### config.mk
export PLATFORM = sky130hd
export DESIGN_NAME = rlsp_ctrl
export DESIGN_NICKNAME = d
export VERILOG_FILES = /design/src/rtl/rlsp_pkg.sv /design/src/rtl/rlsp_ctrl.sv
export SDC_FILE = /design/constraint.sdc
export NUM_CORES = 1
export LEC_CHECK = 0
export ABC_AREA = 1
export BUFFER_PORTS_ARGS = -buffer_cell sky130_fd_sc_hd__buf_2
export CAP_MARGIN = 0
export CORE_AREA = 2 2 39 41
export DETAILED_ROUTE_END_ITERATION = 6
export DIE_AREA = 0 0 41 43
export HOLD_SLACK_MARGIN = 0.02
export RECOVER_POWER = 25
export SLEW_MARGIN = 10
export SYNTH_ARGS = -nofsm -noshare
export SYNTH_HDL_FRONTEND = slang
export SYNTH_SLANG_ARGS = --single-unit
export TNS_END_PERCENT = 100
### constraint.sdc
create_clock -name clk -period 0.95 [get_ports clk]
set_input_delay 0.0475 -clock clk [delete_from_list [all_inputs] [get_ports clk]]
set_output_delay 0.0475 -clock clk [all_outputs]
set_load 0.05 [all_outputs]
### src/rtl/rlsp_pkg.sv
`default_nettype none
package rlsp_pkg;

  localparam int SLOTS      = 64;
  localparam int IDX_W      = (SLOTS > 1) ? $clog2(SLOTS) : 1;
  localparam int PTR_W      = $clog2(SLOTS + 1);
  localparam int CNT_W      = PTR_W;
  localparam int TIME_W     = 32;
  localparam int RATE_W     = 32;
  localparam int CREDIT_W   = 48;
  localparam int PROD_W     = 64;
  localparam int CFG_IDX_W  = 8;
  localparam int CFG_DATA_W = 32;
  localparam int SLOT_OUT_W = 6;
  localparam int CNT_OUT_W  = 7;

  localparam logic [CFG_IDX_W-1:0] REG_CREDIT_RATE = 8'd0;
  localparam logic [CFG_IDX_W-1:0] REG_LIFE_TICKS  = 8'd1;
  localparam logic [CFG_IDX_W-1:0] REG_MAX_EMITS   = 8'd2;
  localparam logic [CFG_IDX_W-1:0] REG_EMIT_ENABLE = 8'd3;

  localparam logic [CREDIT_W-1:0] ONE_CREDIT = 48'h0000_0001_0000;
  localparam logic [CREDIT_W-1:0] TWO_CREDIT = 48'h0000_0002_0000;
  localparam logic [CREDIT_W-1:0] CREDIT_MAX = 48'hFFFF_FFFF_FFFF;

  typedef struct packed {
    logic start;
    logic exp_step;
    logic credit_add;
    logic claim_step;
    logic out_init;
    logic out_step;
  } cmd_t;

  typedef struct packed {
    logic exp_done;
    logic claim_done;
    logic out_done;
  } status_t;

endpackage
`default_nettype wire

### src/rtl/rlsp_ctrl.sv
`default_nettype none
module rlsp_ctrl (
  input  wire logic             clk,
  input  wire logic             rst,
  input  wire logic             in_valid,
  output logic                  in_stall,
  input  wire rlsp_pkg::status_t status,
  output rlsp_pkg::cmd_t        cmd
);
  import rlsp_pkg::*;

  typedef enum logic [4:0] {
    S_IDLE   = 5'b00001,
    S_EXPIRE = 5'b00010,
    S_CREDIT = 5'b00100,
    S_CLAIM  = 5'b01000,
    S_OUTPUT = 5'b10000
  } state_t;

  state_t state, state_next;

  assign in_stall = rst || (state != S_IDLE);

  always_comb begin
    state_next = state;
    cmd        = '0;
    case (state)
      S_IDLE: begin
        if (in_valid && !rst) begin
          cmd.start  = 1'b1;
          state_next = S_EXPIRE;
        end
      end
      S_EXPIRE: begin
        cmd.exp_step = 1'b1;
        if (status.exp_done) state_next = S_CREDIT;
      end
      S_CREDIT: begin
        cmd.credit_add = 1'b1;
        state_next     = S_CLAIM;
      end
      S_CLAIM: begin
        cmd.claim_step = 1'b1;
        if (status.claim_done) begin
          cmd.out_init = 1'b1;
          state_next   = S_OUTPUT;
        end
      end
      S_OUTPUT: begin
        cmd.out_step = 1'b1;
        if (status.out_done) state_next = S_IDLE;
      end
      default: state_next = S_IDLE;
    endcase
  end

  always_ff @(posedge clk) begin
    if (rst) state <= S_IDLE;
    else     state <= state_next;
  end

endmodule
`default_nettype wire

==> metrics.cfg <==
[run_status]
status=finished, violations left
violations=setup timing

[synth]
synth_area_per_cell_um2=6.094
synth_area_leaders=dfxtp_1, inv_1, nand2_1
netlist_area_um2=329.1
yosysUniqueCellTypes=12
synth_nets=60
seq_area_frac_synth_pct=30.42
yosysTopAreaCellShare_pct=30.42
synth_area_leader_cell=dfxtp_1
ys.warnings.count=0
ys_ff_latch=5
synthCells=54

[sta]
worst_slew_pin_slew_ns=0.1518
worst_slack_ns=-0.3202
hold_ws_ns=0.09261
hold_viol=0
relSlewSlack_pct=89.86
fmax_mhz=787.2
skew_ns=0.0001882
drv_slew=0
rsz0062_at_grt=yes
setup_viol=12
period_minus_slack_ns=1.270
finalCritPeriodShare_pct=133.7

[drt]
route.detailed.drc=0
ant_nets=0
firstDrtPassIters=4
vias=491
via_per_inst=4.505
drt_iter0_drc=9
wl_per_cell_um=10.99
wirelength_um=1198

[critical_path]
r2r_start=state[0]$_SDFFE_PP1P_
timing.critical_path.from=state[0]$_SDFFE_PP1P_
path_max_fanout=3
worstPathRequired_ns=0.90
critPathLaunchType=register
end_kind=output pin
worstPathArrival_ns=1.22
path_class=register to output pin

[cells_and_area]
drive_gt1_share_pct=74.19
n_antenna_cell=0
area_delta_synth_final_pct=136.1
most-common-layout-cells=buf_4, nand2_1, buf_8
nFillCells=131
largestRegisters=state (5)
largest_register_ffs=5
regMostFlops=state
stdcell_area_um2=777.0
mostFrequentLayoutCell=buf_4
finalNetCount=100

[min_path]
min_from=rst
hp-class=primary input to register

[power]
ir_worst_vdd_mv=0.6180
p_leak_nw=0.3816
power_density_nw_per_um2=961.6
finalPower_mw=0.7472

[global_route]
grt_pass1_wl_um=1828
grt_max_degree=9
antenna_found_initial=0
gr-usage-all-layers_pct=15.28
grt_pass1_vias=473
grt-ovfl-total=0

[floorplan]
die_h_um=43
die_w_um=41
initial_core_util_pct=23.78
num_io_pins=13
num_rows=14
dieArea_um2=1763
coreArea_um2=1384

[clock_network]
clk_pin_slew_ns=0.04
cts-hold-fix-buffers=0
cts_root_buffer=clkbuf_4
cts_buffer_depth=2
clock_sinks=5
clk_latency_ns=0.25
cts_tree=yes
htreeDepth=1
cts_buffers=3

[placement]
place_area_um2=531.8
gp_congestion=0.7051
port_buffers=12
dpl.hpwl_um=676.9

[run]
drv_cap=0

## area by class of cell
type / instances / area [um2] / area share [%]
Sequential cell: 5 / 111.4 / 14.33
Multi-Input combinational cell: 33 / 230.2 / 29.63
Tap cell: 16 / 20.02 / 2.576
Clock buffer: 4 / 26.28 / 3.382
Inverter: 15 / 67.56 / 8.696
Timing Repair Buffer: 36 / 321.6 / 41.38
## Yosys cell counts
cell / n
buf_4: 1
a21oi_1: 4
nand3_2: 2
inv_1: 12
nand3_1: 1
nor2_1: 7
nor2_2: 2
inv_2: 3
nand2_2: 2
dfxtp_1: 5
nand2_1: 10
nand4_1: 5
## path summary, 6_finish.rpt
kind / end / slack (ns) / depth (start not counted)
worst max-delay path: cmd[5] / -0.32 / 7
worst min register to register: state[4]$_SDFFE_PP0P_ / 0.57 / 2
worst min-delay path: state[4]$_SDFFE_PP0P_ / 0.09 / 3
worst max register to register: state[0]$_SDFFE_PP1P_ / -0.28 / 8
## worst max-delay path, stage by stage (launching register included)
cell        delay, ns
dfxtp_4          0.37
inv_2            0.05
nor2_4           0.09
nand3_2          0.10
inv_2            0.08
nand2_2          0.07
clkinvlp_4       0.08
buf_8            0.13
## metrics by stage
| stage | cells | utilization, % | setup slack [ns] | TNS, ns |
|---|---|---|---|---|
| final | 109 | 56.15 | -0.3202 | -3.107 |
| after global routing | 109 | 56.15 | -0.3664 | -3.721 |
| after CTS | 107 | 53.62 | -0.3181 | -2.771 |
| after detailed placement | 92 | 38.43 | -0.1656 | -1.134 |
| after global placement | 92 | 38.43 | -0.1561 | -1.055 |
| after floorplan | 54 | - | -0.06881 | -0.09881 |
## cell families (layout without fill, tap and decap cells)
group	Yosys count	in the layout	synth area share, %
AO/OA/AOI/OAI	4	4	6.084
buffers and inverters	16	55	19.39
flip-flops	5	5	30.42
AND/OR/NAND/NOR	29	29	44.11
## power by group
group | internal, mW | total, mW | leakage (nW) | switching, mW
sequential | 0.218 | 0.230 | 0.0430 | 0.0122
combinational | 0.130 | 0.259 | 0.324 | 0.128
clock | 0.160 | 0.259 | 0.0150 | 0.0991
## timing repair
item / 4_1_cts / 5_1_grt
resized for setup: 32 / 5
hold endpoints to repair: 0 / 0
endpoints found under the setup margin: 12 / 12
setup buffers: 11 / 2
pin swaps: 12 / 3
## routing by layer
layer  vias to the layer above  routed length (um)  track usage, %  share of wire, %
li1                        243                   -               -                 -
met4                         0                  19           10.00               1.6
met3                         2                  64           2.618               5.3
met5                         -                   0               0                 0
met2                        14                 681           25.31                57
met1                       232                 433           16.45                36
No activity file was read; power rests on OpenSTA's default activity.
